`config.mk`:
```
export PLATFORM = sky130hd
export DESIGN_NAME = least_squares_trend_line_top
export DESIGN_NICKNAME = d
export VERILOG_FILES = /design/src/hw/rtl/lstl_pkg.sv /design/src/hw/rtl/lstl_ctrl.sv /design/src/hw/rtl/lstl_dp.sv /design/src/hw/rtl/least_squares_trend_line_top.sv
export SDC_FILE = /design/constraint.sdc
export NUM_CORES = 2
export LEC_CHECK = 0
export BUFFER_PORTS_ARGS = -buffer_cell sky130_fd_sc_hd__buf_2
export CAP_MARGIN = 40
export CELL_PAD_IN_SITES_DETAIL_PLACEMENT = 0
export CELL_PAD_IN_SITES_GLOBAL_PLACEMENT = 1
export CORE_AREA = 2 2 266 465
export CTS_BUF_LIST = sky130_fd_sc_hd__clkbuf_16
export CTS_CLUSTER_DIAMETER = 120
export DETAILED_ROUTE_END_ITERATION = 6
export DIE_AREA = 0 0 268 467
export HOLD_SLACK_MARGIN = 0.02
export PLACE_DENSITY_LB_ADDON = 0.05
export SYNTH_ARGS = -nofsm -noshare
export SYNTH_HDL_FRONTEND = slang
export SYNTH_HIERARCHICAL = 1
export SYNTH_SLANG_ARGS = --single-unit
```
`constraint.sdc`:
```
create_clock -name clk_i -period 20.4 [get_ports clk_i]
set_input_delay 6.12 -clock clk_i [delete_from_list [all_inputs] [get_ports clk_i]]
set_output_delay 6.12 -clock clk_i [all_outputs]
set_load 0.01 [all_outputs]
```
`src/hw/rtl/lstl_pkg.sv`:
```
`timescale 1ns / 1ps
// ----------------------------------------------------------------------------
// lstl_pkg
// Shared types and constants of the least-squares trend line block: the
// command and status records between controller and datapath, the controller
// states and the fixed result widths.
// ----------------------------------------------------------------------------
package lstl_pkg;

  // Width of the arithmetic word used by the fit computation.
  localparam int unsigned WORD_W  = 64;
  localparam int unsigned STEP_W  = $clog2(WORD_W);
  localparam int unsigned SLOPE_W = 40;
  localparam int unsigned ICPT_W  = 48;
  localparam int unsigned COUNT_W = 11;

  typedef enum logic [1:0] {
    OP_MUL,
    OP_SUB,
    OP_DIV
  } op_e;

  typedef enum logic [3:0] {
    SRC_N,
    SRC_SX,
    SRC_SX2,
    SRC_SY,
    SRC_SXY,
    SRC_SCALE,
    SRC_T0,
    SRC_T1,
    SRC_DEN,
    SRC_SLOPE
  } src_e;

  typedef enum logic [2:0] {
    DST_T0,
    DST_T1,
    DST_DEN,
    DST_SLOPE,
    DST_ICPT
  } dst_e;

  typedef enum logic [4:0] {
    ST_IDLE,
    ST_DRAIN1,
    ST_DRAIN2,
    ST_DEN_A,
    ST_DEN_B,
    ST_DEN,
    ST_CHECK,
    ST_NUM_A,
    ST_NUM_B,
    ST_NUM,
    ST_NUM_SCALE,
    ST_SLOPE,
    ST_ICPT_A,
    ST_ICPT_B,
    ST_ICPT_SUB,
    ST_ICPT,
    ST_RESULT
  } state_e;

  typedef struct packed {
    logic take;       // accept one sample into the accumulators
    logic start;      // launch one arithmetic operation
    op_e  op;
    src_e src_a;
    src_e src_b;
    dst_e dst;
    logic check;      // latch the fit validity
    logic clear_fit;  // zero slope and intercept
    logic clear;      // clear sums, count and drop flag
  } cmd_t;

  typedef struct packed {
    logic op_done;
    logic fit_ok;
  } status_t;

endpackage

```
`src/hw/rtl/lstl_ctrl.sv`:
```
`timescale 1ns / 1ps
// ----------------------------------------------------------------------------
// lstl_ctrl
// Sequencer of the trend line block. Accepts samples while idle and, after
// the final sample of a series, steps the datapath through the fit.
// ----------------------------------------------------------------------------
module lstl_ctrl (
  input  logic             clk_i,
  input  logic             rst_ni,
  input  logic             start_i,
  input  logic             last_i,
  input  lstl_pkg::status_t status_i,
  output lstl_pkg::cmd_t   cmd_o,
  output logic             busy_o,
  output logic             done_o
);
  import lstl_pkg::*;

  state_e state_q, state_d, next_op;
  logic   issued_q, issued_d;
  logic   is_op;

  always_ff @(posedge clk_i or negedge rst_ni) begin
    if (!rst_ni) begin
      state_q  <= ST_IDLE;
      issued_q <= 1'b0;
    end else begin
      state_q  <= state_d;
      issued_q <= issued_d;
    end
  end

  always_comb begin
    cmd_o    = '0;
    state_d  = state_q;
    issued_d = issued_q;
    next_op  = state_q;
    is_op    = 1'b0;
    busy_o   = (state_q != ST_IDLE);
    done_o   = 1'b0;

    case (state_q)
      ST_IDLE: begin
        cmd_o.take = start_i;
        if (start_i && last_i) begin
          state_d = ST_DRAIN1;
        end
      end
      ST_DRAIN1: begin
        cmd_o.clear_fit = 1'b1;
        state_d = ST_DRAIN2;
      end
      ST_DRAIN2: begin
        state_d = ST_DEN_A;
      end
      ST_DEN_A: begin
        is_op = 1'b1; cmd_o.op = OP_MUL; cmd_o.src_a = SRC_N; cmd_o.src_b = SRC_SX2;
        cmd_o.dst = DST_T0; next_op = ST_DEN_B;
      end
      ST_DEN_B: begin
        is_op = 1'b1; cmd_o.op = OP_MUL; cmd_o.src_a = SRC_SX; cmd_o.src_b = SRC_SX;
        cmd_o.dst = DST_T1; next_op = ST_DEN;
      end
      ST_DEN: begin
        is_op = 1'b1; cmd_o.op = OP_SUB; cmd_o.src_a = SRC_T0; cmd_o.src_b = SRC_T1;
        cmd_o.dst = DST_DEN; next_op = ST_CHECK;
      end
      ST_CHECK: begin
        cmd_o.check = 1'b1;
        state_d = status_i.fit_ok ? ST_NUM_A : ST_RESULT;
      end
      ST_NUM_A: begin
        is_op = 1'b1; cmd_o.op = OP_MUL; cmd_o.src_a = SRC_N; cmd_o.src_b = SRC_SXY;
        cmd_o.dst = DST_T0; next_op = ST_NUM_B;
      end
      ST_NUM_B: begin
        is_op = 1'b1; cmd_o.op = OP_MUL; cmd_o.src_a = SRC_SX; cmd_o.src_b = SRC_SY;
        cmd_o.dst = DST_T1; next_op = ST_NUM;
      end
      ST_NUM: begin
        is_op = 1'b1; cmd_o.op = OP_SUB; cmd_o.src_a = SRC_T0; cmd_o.src_b = SRC_T1;
        cmd_o.dst = DST_T0; next_op = ST_NUM_SCALE;
      end
      ST_NUM_SCALE: begin
        is_op = 1'b1; cmd_o.op = OP_MUL; cmd_o.src_a = SRC_T0; cmd_o.src_b = SRC_SCALE;
        cmd_o.dst = DST_T0; next_op = ST_SLOPE;
      end
      ST_SLOPE: begin
        is_op = 1'b1; cmd_o.op = OP_DIV; cmd_o.src_a = SRC_T0; cmd_o.src_b = SRC_DEN;
        cmd_o.dst = DST_SLOPE; next_op = ST_ICPT_A;
      end
      ST_ICPT_A: begin
        is_op = 1'b1; cmd_o.op = OP_MUL; cmd_o.src_a = SRC_SY; cmd_o.src_b = SRC_SCALE;
        cmd_o.dst = DST_T0; next_op = ST_ICPT_B;
      end
      ST_ICPT_B: begin
        is_op = 1'b1; cmd_o.op = OP_MUL; cmd_o.src_a = SRC_SLOPE; cmd_o.src_b = SRC_SX;
        cmd_o.dst = DST_T1; next_op = ST_ICPT_SUB;
      end
      ST_ICPT_SUB: begin
        is_op = 1'b1; cmd_o.op = OP_SUB; cmd_o.src_a = SRC_T0; cmd_o.src_b = SRC_T1;
        cmd_o.dst = DST_T0; next_op = ST_ICPT;
      end
      ST_ICPT: begin
        is_op = 1'b1; cmd_o.op = OP_DIV; cmd_o.src_a = SRC_T0; cmd_o.src_b = SRC_N;
        cmd_o.dst = DST_ICPT; next_op = ST_RESULT;
      end
      ST_RESULT: begin
        done_o      = 1'b1;
        cmd_o.clear = 1'b1;
        state_d     = ST_IDLE;
      end
      default: begin
        state_d = ST_IDLE;
      end
    endcase

    // Each operation is launched once, then the state waits for completion.
    if (is_op) begin
      if (!issued_q) begin
        cmd_o.start = 1'b1;
        issued_d    = 1'b1;
      end else if (status_i.op_done) begin
        issued_d = 1'b0;
        state_d  = next_op;
      end
    end
  end

endmodule

```
`src/hw/rtl/lstl_dp.sv`:
```
`timescale 1ns / 1ps
// ----------------------------------------------------------------------------
// lstl_dp
// Datapath of the trend line block: a pipelined accumulator for the running
// sums and a 64-bit saturating unit with a bit-serial multiply and divide, a
// combinational subtract and a small set of work registers.
// ----------------------------------------------------------------------------
module lstl_dp #(
  parameter int unsigned MAX_POINTS   = 1024,
  parameter int unsigned SAMPLE_WIDTH = 16,
  parameter int unsigned FRAC_BITS    = 16
) (
  input  logic                           clk_i,
  input  logic                           rst_ni,
  input  lstl_pkg::cmd_t                 cmd_i,
  input  logic signed [SAMPLE_WIDTH-1:0] sample_i,
  output lstl_pkg::status_t              status_o,
  output logic signed [lstl_pkg::SLOPE_W-1:0] slope_o,
  output logic signed [lstl_pkg::ICPT_W-1:0]  intercept_o,
  output logic                           fit_valid_o,
  output logic                           samples_dropped_o,
  output logic [lstl_pkg::COUNT_W-1:0]   sample_count_o
);
  import lstl_pkg::*;

  localparam int unsigned CNT_W = $clog2(MAX_POINTS + 1);
  localparam int unsigned X_W   = $clog2(MAX_POINTS);
  localparam int unsigned SX_W  = 2 * X_W;
  localparam int unsigned SX2_W = 3 * X_W;
  localparam int unsigned SY_W  = SAMPLE_WIDTH + CNT_W;
  localparam int unsigned SXY_W = SAMPLE_WIDTH + 2 * X_W;
  localparam int unsigned PXY_W = SAMPLE_WIDTH + X_W;

  localparam logic signed [WORD_W-1:0] W_MAX = {1'b0, {(WORD_W-1){1'b1}}};
  localparam logic signed [WORD_W-1:0] W_MIN = {1'b1, {(WORD_W-1){1'b0}}};
  localparam logic signed [WORD_W-1:0] SCALE = WORD_W'(1) << FRAC_BITS;

  function automatic logic [WORD_W-1:0] mag(input logic signed [WORD_W-1:0] v);
    return v[WORD_W-1] ? (WORD_W'(0) - $unsigned(v)) : $unsigned(v);
  endfunction

  function automatic logic signed [WORD_W-1:0] sat_to(input logic signed [WORD_W-1:0] v,
                                                      input int unsigned w);
    logic signed [WORD_W-1:0] hi;
    logic signed [WORD_W-1:0] lo;
    hi = (WORD_W'(1) << (w - 1)) - WORD_W'(1);
    lo = -hi - WORD_W'(1);
    if (v > hi) begin
      return hi;
    end else if (v < lo) begin
      return lo;
    end
    return v;
  endfunction

  // --------------------------------------------------------------------------
  // Accumulation: sample register, product register, then the sums.
  // --------------------------------------------------------------------------
  logic [CNT_W-1:0]               count_q;
  logic                           dropped_q;
  logic [SX_W-1:0]                sx_q;
  logic [SX2_W-1:0]               sx2_q;
  logic signed [SY_W-1:0]         sy_q;
  logic signed [SXY_W-1:0]        sxy_q;
  logic                           s1_en_q, s2_en_q;
  logic [X_W-1:0]                 x1_q, x2_q;
  logic signed [SAMPLE_WIDTH-1:0] y1_q, y2_q;
  logic [2*X_W-1:0]               pxx_q, pxx_d;
  logic signed [PXY_W-1:0]        pxy_q;
  logic signed [X_W:0]            x1_s;
  logic signed [SAMPLE_WIDTH+X_W:0] pxy_full;
  logic                           room;

  assign room     = (count_q < CNT_W'(MAX_POINTS));
  assign x1_s     = $signed({1'b0, x1_q});
  assign pxy_full = x1_s * y1_q;
  assign pxx_d    = x1_q * x1_q;

  always_ff @(posedge clk_i or negedge rst_ni) begin
    if (!rst_ni) begin
      count_q   <= '0;
      dropped_q <= 1'b0;
      sx_q      <= '0;
      sx2_q     <= '0;
      sy_q      <= '0;
      sxy_q     <= '0;
      s1_en_q   <= 1'b0;
      s2_en_q   <= 1'b0;
    end else begin
      s1_en_q <= cmd_i.take && room;
      s2_en_q <= s1_en_q;
      if (cmd_i.clear) begin
        count_q   <= '0;
        dropped_q <= 1'b0;
        sx_q      <= '0;
        sx2_q     <= '0;
        sy_q      <= '0;
        sxy_q     <= '0;
      end else begin
        if (cmd_i.take) begin
          if (room) begin
            count_q <= count_q + CNT_W'(1);
          end else begin
            dropped_q <= 1'b1;
          end
        end
        if (s2_en_q) begin
          sx_q  <= sx_q + SX_W'(x2_q);
          sx2_q <= sx2_q + SX2_W'(pxx_q);
          sy_q  <= sy_q + SY_W'(y2_q);
          sxy_q <= sxy_q + SXY_W'(pxy_q);
        end
      end
    end
  end

  always_ff @(posedge clk_i) begin
    x1_q  <= count_q[X_W-1:0];
    y1_q  <= sample_i;
    x2_q  <= x1_q;
    y2_q  <= y1_q;
    pxx_q <= pxx_d;
    pxy_q <= pxy_full[PXY_W-1:0];
  end

  // --------------------------------------------------------------------------
  // Arithmetic unit and work registers.
  // --------------------------------------------------------------------------
  logic signed [WORD_W-1:0] t0_q, t1_q, den_q, slope_q;
  logic signed [ICPT_W-1:0] icpt_q;
  logic                     fit_valid_q;
  logic signed [WORD_W-1:0] opa, opb;

  always_comb begin
    case (cmd_i.src_a)
      SRC_N:     opa = WORD_W'(count_q);
      SRC_SX:    opa = WORD_W'(sx_q);
      SRC_SX2:   opa = WORD_W'(sx2_q);
      SRC_SY:    opa = WORD_W'(sy_q);
      SRC_SXY:   opa = WORD_W'(sxy_q);
      SRC_SCALE: opa = SCALE;
      SRC_T0:    opa = t0_q;
      SRC_T1:    opa = t1_q;
      SRC_DEN:   opa = den_q;
      SRC_SLOPE: opa = slope_q;
      default:   opa = '0;
    endcase
    case (cmd_i.src_b)
      SRC_N:     opb = WORD_W'(count_q);
      SRC_SX:    opb = WORD_W'(sx_q);
      SRC_SX2:   opb = WORD_W'(sx2_q);
      SRC_SY:    opb = WORD_W'(sy_q);
      SRC_SXY:   opb = WORD_W'(sxy_q);
      SRC_SCALE: opb = SCALE;
      SRC_T0:    opb = t0_q;
      SRC_T1:    opb = t1_q;
      SRC_DEN:   opb = den_q;
      SRC_SLOPE: opb = slope_q;
      default:   opb = '0;
    endcase
  end

  logic              run_q, fin_q, done_q;
  logic [STEP_W-1:0] step_q;
  op_e               op_q;
  dst_e              dst_q;
  logic [WORD_W-1:0] ma_q, mb_q, work_q;
  logic              ovf_q, neg_q;

  logic [WORD_W:0]   mul_sum, div_sh, div_diff;
  logic              div_ge;
  logic [WORD_W-1:0] div_rem;
  logic [WORD_W:0]   sub_diff;
  logic signed [WORD_W-1:0] sub_val, fin_val, wr_val;
  logic [WORD_W-1:0] fin_mag, fin_signed;
  logic              wr_en;
  dst_e              wr_dst;
  logic              launch;

  // The multiplier sums partial products from the top bit of the multiplier
  // down; once the running value reaches 2^63 the product is known to
  // saturate, so only its lower bits are kept.
  assign mul_sum  = {1'b0, work_q[WORD_W-2:0], 1'b0}
                  + (mb_q[WORD_W-1] ? {1'b0, ma_q} : (WORD_W+1)'(0));
  assign div_sh   = {work_q, mb_q[WORD_W-1]};
  assign div_diff = div_sh - {1'b0, ma_q};
  assign div_ge   = (div_sh >= {1'b0, ma_q});
  assign div_rem  = div_ge ? div_diff[WORD_W-1:0] : div_sh[WORD_W-1:0];

  assign sub_diff = {opa[WORD_W-1], opa} - {opb[WORD_W-1], opb};
  assign sub_val  = (sub_diff[WORD_W] != sub_diff[WORD_W-1]) ?
                    (sub_diff[WORD_W] ? W_MIN : W_MAX) : $signed(sub_diff[WORD_W-1:0]);

  always_comb begin
    case (op_q)
      OP_MUL:  fin_mag = {1'b0, work_q[WORD_W-2:0]};
      default: fin_mag = mb_q;
    endcase
    fin_signed = neg_q ? (WORD_W'(0) - fin_mag) : fin_mag;
    if (op_q == OP_MUL && ovf_q) begin
      fin_val = neg_q ? W_MIN : W_MAX;
    end else begin
      fin_val = $signed(fin_signed);
    end
  end

  assign launch = cmd_i.start && (cmd_i.op != OP_SUB);
  assign wr_en  = (cmd_i.start && cmd_i.op == OP_SUB) || fin_q;
  assign wr_dst = fin_q ? dst_q : cmd_i.dst;
  assign wr_val = fin_q ? fin_val : sub_val;

  always_ff @(posedge clk_i or negedge rst_ni) begin
    if (!rst_ni) begin
      run_q  <= 1'b0;
      fin_q  <= 1'b0;
      done_q <= 1'b0;
    end else begin
      done_q <= wr_en;
      fin_q  <= run_q && (step_q == '0);
      if (launch) begin
        run_q <= 1'b1;
      end else if (run_q && step_q == '0) begin
        run_q <= 1'b0;
      end
    end
  end

  always_ff @(posedge clk_i) begin
    if (launch) begin
      op_q   <= cmd_i.op;
      dst_q  <= cmd_i.dst;
      step_q <= STEP_W'(WORD_W - 1);
      work_q <= '0;
      ovf_q  <= 1'b0;
      neg_q  <= opa[WORD_W-1] ^ opb[WORD_W-1];
      // The divider shifts the dividend out of mb and the quotient into it.
      if (cmd_i.op == OP_DIV) begin
        mb_q <= mag(opa);
        ma_q <= mag(opb);
      end else begin
        ma_q <= mag(opa);
        mb_q <= mag(opb);
      end
    end else if (run_q) begin
      step_q <= step_q - STEP_W'(1);
      if (op_q == OP_MUL) begin
        work_q <= {1'b0, mul_sum[WORD_W-2:0]};
        ovf_q  <= ovf_q | mul_sum[WORD_W] | mul_sum[WORD_W-1];
        mb_q   <= {mb_q[WORD_W-2:0], 1'b0};
      end else begin
        work_q <= div_rem;
        mb_q   <= {mb_q[WORD_W-2:0], div_ge};
      end
    end
  end

  logic signed [WORD_W-1:0] icpt_sat;
  assign icpt_sat = sat_to(wr_val, ICPT_W);

  always_ff @(posedge clk_i) begin
    if (cmd_i.clear_fit) begin
      slope_q <= '0;
      icpt_q  <= '0;
    end else if (wr_en) begin
      case (wr_dst)
        DST_T0:    t0_q    <= wr_val;
        DST_T1:    t1_q    <= wr_val;
        DST_DEN:   den_q   <= wr_val;
        DST_SLOPE: slope_q <= sat_to(wr_val, SLOPE_W);
        DST_ICPT:  icpt_q  <= icpt_sat[ICPT_W-1:0];
        default:   t0_q    <= wr_val;
      endcase
    end
    if (cmd_i.check) begin
      fit_valid_q <= status_o.fit_ok;
    end
  end

  logic [WORD_W-1:0] count_wide;
  assign count_wide = WORD_W'(count_q);

  assign status_o.op_done = done_q;
  assign status_o.fit_ok  = (count_q >= CNT_W'(2)) && (den_q > $signed(WORD_W'(0)));

  assign slope_o           = slope_q[SLOPE_W-1:0];
  assign intercept_o       = icpt_q;
  assign fit_valid_o       = fit_valid_q;
  assign samples_dropped_o = dropped_q;
  assign sample_count_o    = count_wide[COUNT_W-1:0];

endmodule

```
`src/hw/rtl/least_squares_trend_line_top.sv`:
```
`timescale 1ns / 1ps
// ----------------------------------------------------------------------------
// least_squares_trend_line_top
// Least-squares trend line over a stream of samples indexed 0, 1, 2, ...
// ----------------------------------------------------------------------------
// A sample is taken at every clock edge where start is high and busy is low,
// so a series streams in at one sample per cycle. The sample marked last
// raises busy on the next cycle; the fit then runs on one bit-serial 64-bit
// multiply/divide unit (64 steps per operation, seven multiplies and two
// divisions), and done_o pulses for a single cycle when the fit is done, or
// right after the denominator check when there are fewer than two samples.
// The receiver cannot hold the result off: it must capture slope_o,
// intercept_o and the flags in the cycle done_o is high.
// The sums are cleared with the result, and start is honored again from the
// cycle after done_o.
module least_squares_trend_line_top #(
  parameter int unsigned MAX_POINTS   = 1024,
  parameter int unsigned SAMPLE_WIDTH = 16,
  parameter int unsigned FRAC_BITS    = 16
) (
  input  logic                           clk_i,
  input  logic                           rst_ni,
  input  logic                           start,
  output logic                           busy,
  input  logic signed [SAMPLE_WIDTH-1:0] sample_i,
  input  logic                           last_sample_i,
  output logic                           done_o,
  output logic signed [lstl_pkg::SLOPE_W-1:0] slope_o,
  output logic signed [lstl_pkg::ICPT_W-1:0]  intercept_o,
  output logic                           fit_valid_o,
  output logic                           samples_dropped_o,
  output logic [lstl_pkg::COUNT_W-1:0]   sample_count_o
);
  import lstl_pkg::*;

  cmd_t    cmd;
  status_t status;

  lstl_ctrl u_ctrl (
    .clk_i    (clk_i),
    .rst_ni   (rst_ni),
    .start_i  (start),
    .last_i   (last_sample_i),
    .status_i (status),
    .cmd_o    (cmd),
    .busy_o   (busy),
    .done_o   (done_o)
  );

  lstl_dp #(
    .MAX_POINTS   (MAX_POINTS),
    .SAMPLE_WIDTH (SAMPLE_WIDTH),
    .FRAC_BITS    (FRAC_BITS)
  ) u_dp (
    .clk_i             (clk_i),
    .rst_ni            (rst_ni),
    .cmd_i             (cmd),
    .sample_i          (sample_i),
    .status_o          (status),
    .slope_o           (slope_o),
    .intercept_o       (intercept_o),
    .fit_valid_o       (fit_valid_o),
    .samples_dropped_o (samples_dropped_o),
    .sample_count_o    (sample_count_o)
  );

endmodule

```
* Word level (Yosys, flattened, before mapping)
Cells that the tools add are included.
Operators by class: add/subtract/negate cells 12, multipliers 2, $lt $le $gt $ge 8, eq/ne operators 44, mux-type cells 66, bitwise gates (word level) 5, reductions and logical operators 30
Operators by type and width (count):
- $pmux 64 s10 | 2
- $mux 64 | 19
- $sub 1x64->64 const A | 3
- $mux 48 | 3
- $pmux 13 s11 | 1
- $mux 36 | 2
- $add 64x65->65 | 1
- $ge 65x64->1 | 1
- $sub 64x64->65 | 1
- $gt 64x1->1 const B | 1
- $gt 64x40->1 const B | 1
- $gt 64x48->1 const B | 1
- $lt 64x40->1 const B | 1
- $lt 64x48->1 const B | 1
- $sub 64x64->64 | 1
- $mux 30 | 2
- $pmux 5 s12 | 1
- $mux 27 | 2
- $eq 5x4->1 const B | 8
- $mux 20 | 2
- $add 36x26->36 | 1
- $mux 11 | 3
- $eq 4x3->1 const B | 8
- $add 30x20->30 | 1
- 44 further kinds | 100
Storage, ports and cells: register bits after elaboration 744, input port bits 20, logic and storage cells 200

* Longest topological paths before layout
depth after elaboration 16, depth in mapped cells 45

* By module
Netlist, hierarchy kept.
Modules (own cells, without submodules):
- lstl_dp | instances 1, cells each 7650, area each 64418.0 um^2, seq. area each 18657.9 um^2
- lstl_ctrl | instances 1, cells each 99, area each 696.9 um^2, seq. area each 150.1 um^2

* Worst setup path after synthesis
OpenSTA, ideal clock, no wires.
path kind register to register, start point register u_ctrl.state_q[2], end point register u_dp.t1_q[0] (enable), setup time 666 ps, arrival time 8161 ps, required time 19734 ps, slack 11573 ps, stages on the path, launching flop included 9, period minus slack after synthesis 8827 ps, cell sequence dfrtp_1 buf_2 buf_2 xor2_1 nand3_1 a21oi_1 inv_1 o32a_1 nor4b_1
RTL lines:
- start: declaration | line lstl_ctrl.sv:19 | state_e state_q, state_d, next_op;
- start signal: assignment | line lstl_ctrl.sv:28 | state_q <= state_d;
- end signal: assignment | line lstl_dp.sv:267 | DST_T1: t1_q <= wr_val;
- end: declaration | line lstl_dp.sv:129 | logic signed [WORD_W-1:0] t0_q, t1_q, den_q, slope_q;

==> Implementation_results.wiki <==
{| class="wikitable"
! Metric !! Value
|-
| Setup fix buffers added after clock tree synthesis || 0
|-
| Final Total Pwr || 0.003186 W
|-
| Number of H-tree branching levels || 3
|-
| Post-layout minimum cycle time || 12070 ps
|-
| Die Y-Extent || 467 µm
|-
| Weighted congestion reported at the end of routability-driven placement || 1.101
|-
| Number of antenna-violating nets in the routed design || 0
|-
| Most area-hungry cell type in the Yosys netlist || edfxtp_1
|-
| Unrepaired setup endpoints after global routing || false
|-
| Number of max-slew violations in the final report || 0
|-
| Combinational share of power || 0.005
|-
| Kind of end point of the critical path || flop
|-
| Internal power consumption || 0.002449 W
|-
| Half-perimeter wire length after detailed placement || 210200 µm
|-
| Number of CTS-inserted buffers || 80
|-
| CTS hold repair buffers || 0
|-
| Post-DR vias/cell || 6.636
|-
| Mapped Nets || 8357
|-
| Net switching component of the power || 0.0007364 W
|-
| Number of standard-cell rows in the floorplan || 169
|-
| Kind of cell adding the most delay to the critical path || simple AND/OR/NAND/NOR gates
|-
| Initial Utilization || 0.5374
|-
| Port Buffer Count || 122
|-
| Drc violations || 0
|-
| Clock latency on the worst-skew pair || 750 ps
|-
| Global-route usage over all layers || 0.4326
|-
| Syn. warnings || 6
|-
| Die outline width || 268 µm
|-
| Total routed wirelength || 272800 µm
|-
| Worst min-delay path class || reg -> reg
|-
| Core Area || 121200 µm²
|-
| Boundary Pins || 123
|-
| Largest net degree at the start of global routing || 83
|-
| Post-Synthesis Cells || 7749
|-
| Beginning of the worst register-to-register path || u_ctrl/state_q[3]$_DFFE_PN0P_
|-
| Flop pwr share || 0.487
|-
| Pwr per Cell Area || 45.36 nW/µm²
|-
| Setup total negative slack || 0 ps
|-
| Top cells by area in the synthesized netlist || edfxtp_1 15%, dfxtp_1 8.6%, ha_1 7.6%, fa_1 6.0%, dfrtp_1 5.2%
|-
| Post-placement cell area || 67250 µm²
|-
| Aggregate global routing overflow || 0
|-
| R2r endpoint || u_dp/intercept_o[5]$_SDFFE_PP0P_
|-
| Max-cap check violation count || 0
|-
| CTS Root Cell || clkbuf_16
|-
| Origin of the worst setup path || u_ctrl/state_q[3]$_DFFE_PN0P_
|-
| Fraction of layout cells with a size suffix above 1 || 0.08688
|-
| Endpoint arrival time on the critical path || 12620 ps
|-
| Most numerous cell types in the synthesized netlist || 702 x nand2_1, 666 x a21oi_1, 656 x nor2_1
|-
| Clock transition at the register clock pins on the worst setup and hold paths after CTS || 70 ps
|-
| Die area || 125200 µm²
|-
| Final worst path period share || 0.5917
|-
| Syn_area_per_cell || 8.403 µm²
|-
| Average wire per standard cell || 29.16 µm
|-
| Cell with the largest stage delay on the worst path || nor4bb_4
|-
| Final Hold Fails || 0
|-
| TritonCTS Sinks || 742
|-
| Share of synthesized flip-flops with an asynchronous set or reset || 0.1833
|-
| Starting DRC count in detailed routing || 5923
|-
| Number of synthesized flops with an enable pin || 327
|-
| Result of the run || finished, final reports clean
|-
| Top-count cell post-synth || nand2_1
|-
| Beginning of the worst hold path || u_dp/x1_q[2]$_DFF_P_
|-
| Buffers plus inverters on the worst setup path || 6
|-
| Post-cts resize count || 0
|-
| Antenna violations before repair || 21
|-
| Number of synthesized register bits || 742
|-
| Worst Setup Path Type || reg -> reg
|-
| Slowest cell delay on critical path || 1020 ps
|-
| Final-stage net count || 8252
|-
| Clk pwr share || 0.508
|-
| Critical path fanouts, max || 49
|-
| Number of vias in the routed layout || 62080
|-
| Critical path startpoint category || flop
|-
| Clock Skew || 68.46 ps
|-
| Destination of the worst hold path || u_dp/x2_q[2]$_DFF_P_
|-
| Hold depth || 0
|-
| Switching portion of total power || 0.2311
|-
| Worst path required time || 20950 ps
|-
| Most numerous cell on the critical path || buf_4
|-
| Share of synthesized area occupied by flip-flops and latches || 0.2888
|-
| Headroom to the max-slew limit || 0.2926
|-
| Slew @ Worst Pin || 1058 ps
|-
| Number of cells on the worst reg-to-reg path || 34
|-
| Global-route wire length before repair || 398500 µm
|-
| Area Growth Syn to Fin || 7.861%
|-
| Maximum clock insertion buffer count || 3
|-
| Number of distinct library cells after synthesis || 111
|-
| Reg-to-reg slack, setup || 8330 ps
|-
| Cell area after synthesis || 65110 µm²
|-
| Final design area excluding fillers || 70230 µm²
|-
| Area fraction of the dominant cell type after synthesis || 0.1508
|-
| Setup violations, final || 0
|-
| Number of iterations in the first detailed-routing pass || 6
|-
| Via count of the first global-routing pass || 61230
|-
| Worst vdd ir || 82.05 µV
|-
| Clock tree from TritonCTS || built
|-
| Highest attainable clock frequency || 82.85 MHz
|-
| Leakage power || 30.48 nW
|-
| Primary flip-flop cell chosen by synthesis mapping || edfxtp_1
|}
[how the worst max path moves through the flow]
stage                                             end  slack (ps)  cells after the start
floorplan                      u_dp/t1_q[0]$_DFFE_PP_       11570                      8
global placement    u_dp/intercept_o[15]$_SDFFE_PP0P_        8250                     35
detailed placement   u_dp/intercept_o[5]$_SDFFE_PP0P_        8730                     36
CTS                  u_dp/intercept_o[5]$_SDFFE_PP0P_        8710                     36
global route         u_dp/intercept_o[5]$_SDFFE_PP0P_        7740                     36
finish               u_dp/intercept_o[5]$_SDFFE_PP0P_        8330                     34
[per-layer routing]
layer / part of all wire / track usage / up-vias / wire length [µm]
met2: 0.47 / 0.7097 / 3230 / 127400
li1: - / - / 27810 / -
met4: 0.11 / 0.4132 / 6 / 30900
met3: 0.080 / 0.09736 / 1092 / 21770
met5: 0.00015 / 0 / - / 41
met1: 0.34 / 0.4543 / 29940 / 92620
[kinds of logic (layout without fill, tap and decap cells)]
kind of cell	after synthesis	count (layout)	synth area share
AND/OR/NAND/NOR	2523	2523	0.1918
AO/OA/AOI/OAI	2288	2288	0.2286
buffers and inverters	954	917	0.06180
flip-flops	742	742	0.2888
adder cells (fa/ha/maj)	588	588	0.1354
XOR/XNOR	449	449	0.06039
multiplexers	205	205	0.03315
other	0	19	0
[area by class of cell]
class / instances / area [µm²]
Multi-Input combinational cell: 6053 / 42610
Clock inverter: 67 / 787.0
Antenna cell: 19 / 47.55
Timing Repair Buffer: 315 / 2163
Clock buffer: 83 / 2077
Inverter: 452 / 1699
Sequential cell: 742 / 18810
Fill cell: 11240 / 50930
Tap cell: 1624 / 2032
[cell usage in the layout (no fill, tap or decap), types with 175 or more instances in the layout]
| cell type | count |
|---|---|
| nand2_1 | 701 |
| a21oi_1 | 655 |
| nor2_1 | 653 |
| o21ai_0 | 459 |
| inv_1 | 455 |
| ha_1 | 394 |
| edfxtp_1 | 327 |
| xnor2_1 | 309 |
| dfxtp_1 | 279 |
| fa_1 | 194 |
| a21o_1 | 175 |
[state kept, by name (all words and copies together), names as in the netlist, 27 cells and up]
| signal | flops |
|---|---|
| u_dp/den_q | 64 |
| u_dp/intercept_o | 48 |
| u_dp/ma_q | 64 |
| u_dp/mb_q | 64 |
| u_dp/slope_q | 64 |
| u_dp/sx2_q | 30 |
| u_dp/sxy_q | 36 |
| u_dp/sy_q | 27 |
| u_dp/t0_q | 64 |
| u_dp/t1_q | 64 |
| u_dp/work_q | 64 |
[per-stage QoR]
stage / setup WS (ps) / std cells / utilization / hold WS (ps)
6_report: 8330 / 9355 / 0.5797 / 353.4
5_1_grt: 7742 / 9338 / 0.5793 / 361.8
4_1_cts: 8707 / 9331 / 0.5787 / 354.8
3_5_place_dp: 8731 / 9181 / 0.5551 / 339.7
3_3_place_gp: 8254 / 9137 / 0.5518 / 335.9
2_1_floorplan: 11570 / 7749 / - / 325.8
[power by group through the flow]
| stage | Combinational, W | Sequential [W] | Clock, W |
|---|---|---|---|
| floorplan | 0.00000935 | 0.00158 | 0 |
| global placement | 0.0000158 | 0.00158 | 0 |
| detailed placement | 0.0000162 | 0.00158 | 0 |
| CTS | 0.0000163 | 0.00155 | 0.00163 |
| global route | 0.0000180 | 0.00155 | 0.00168 |
| finish | 0.0000160 | 0.00155 | 0.00162 |
(Power assumes the default switching activity.)
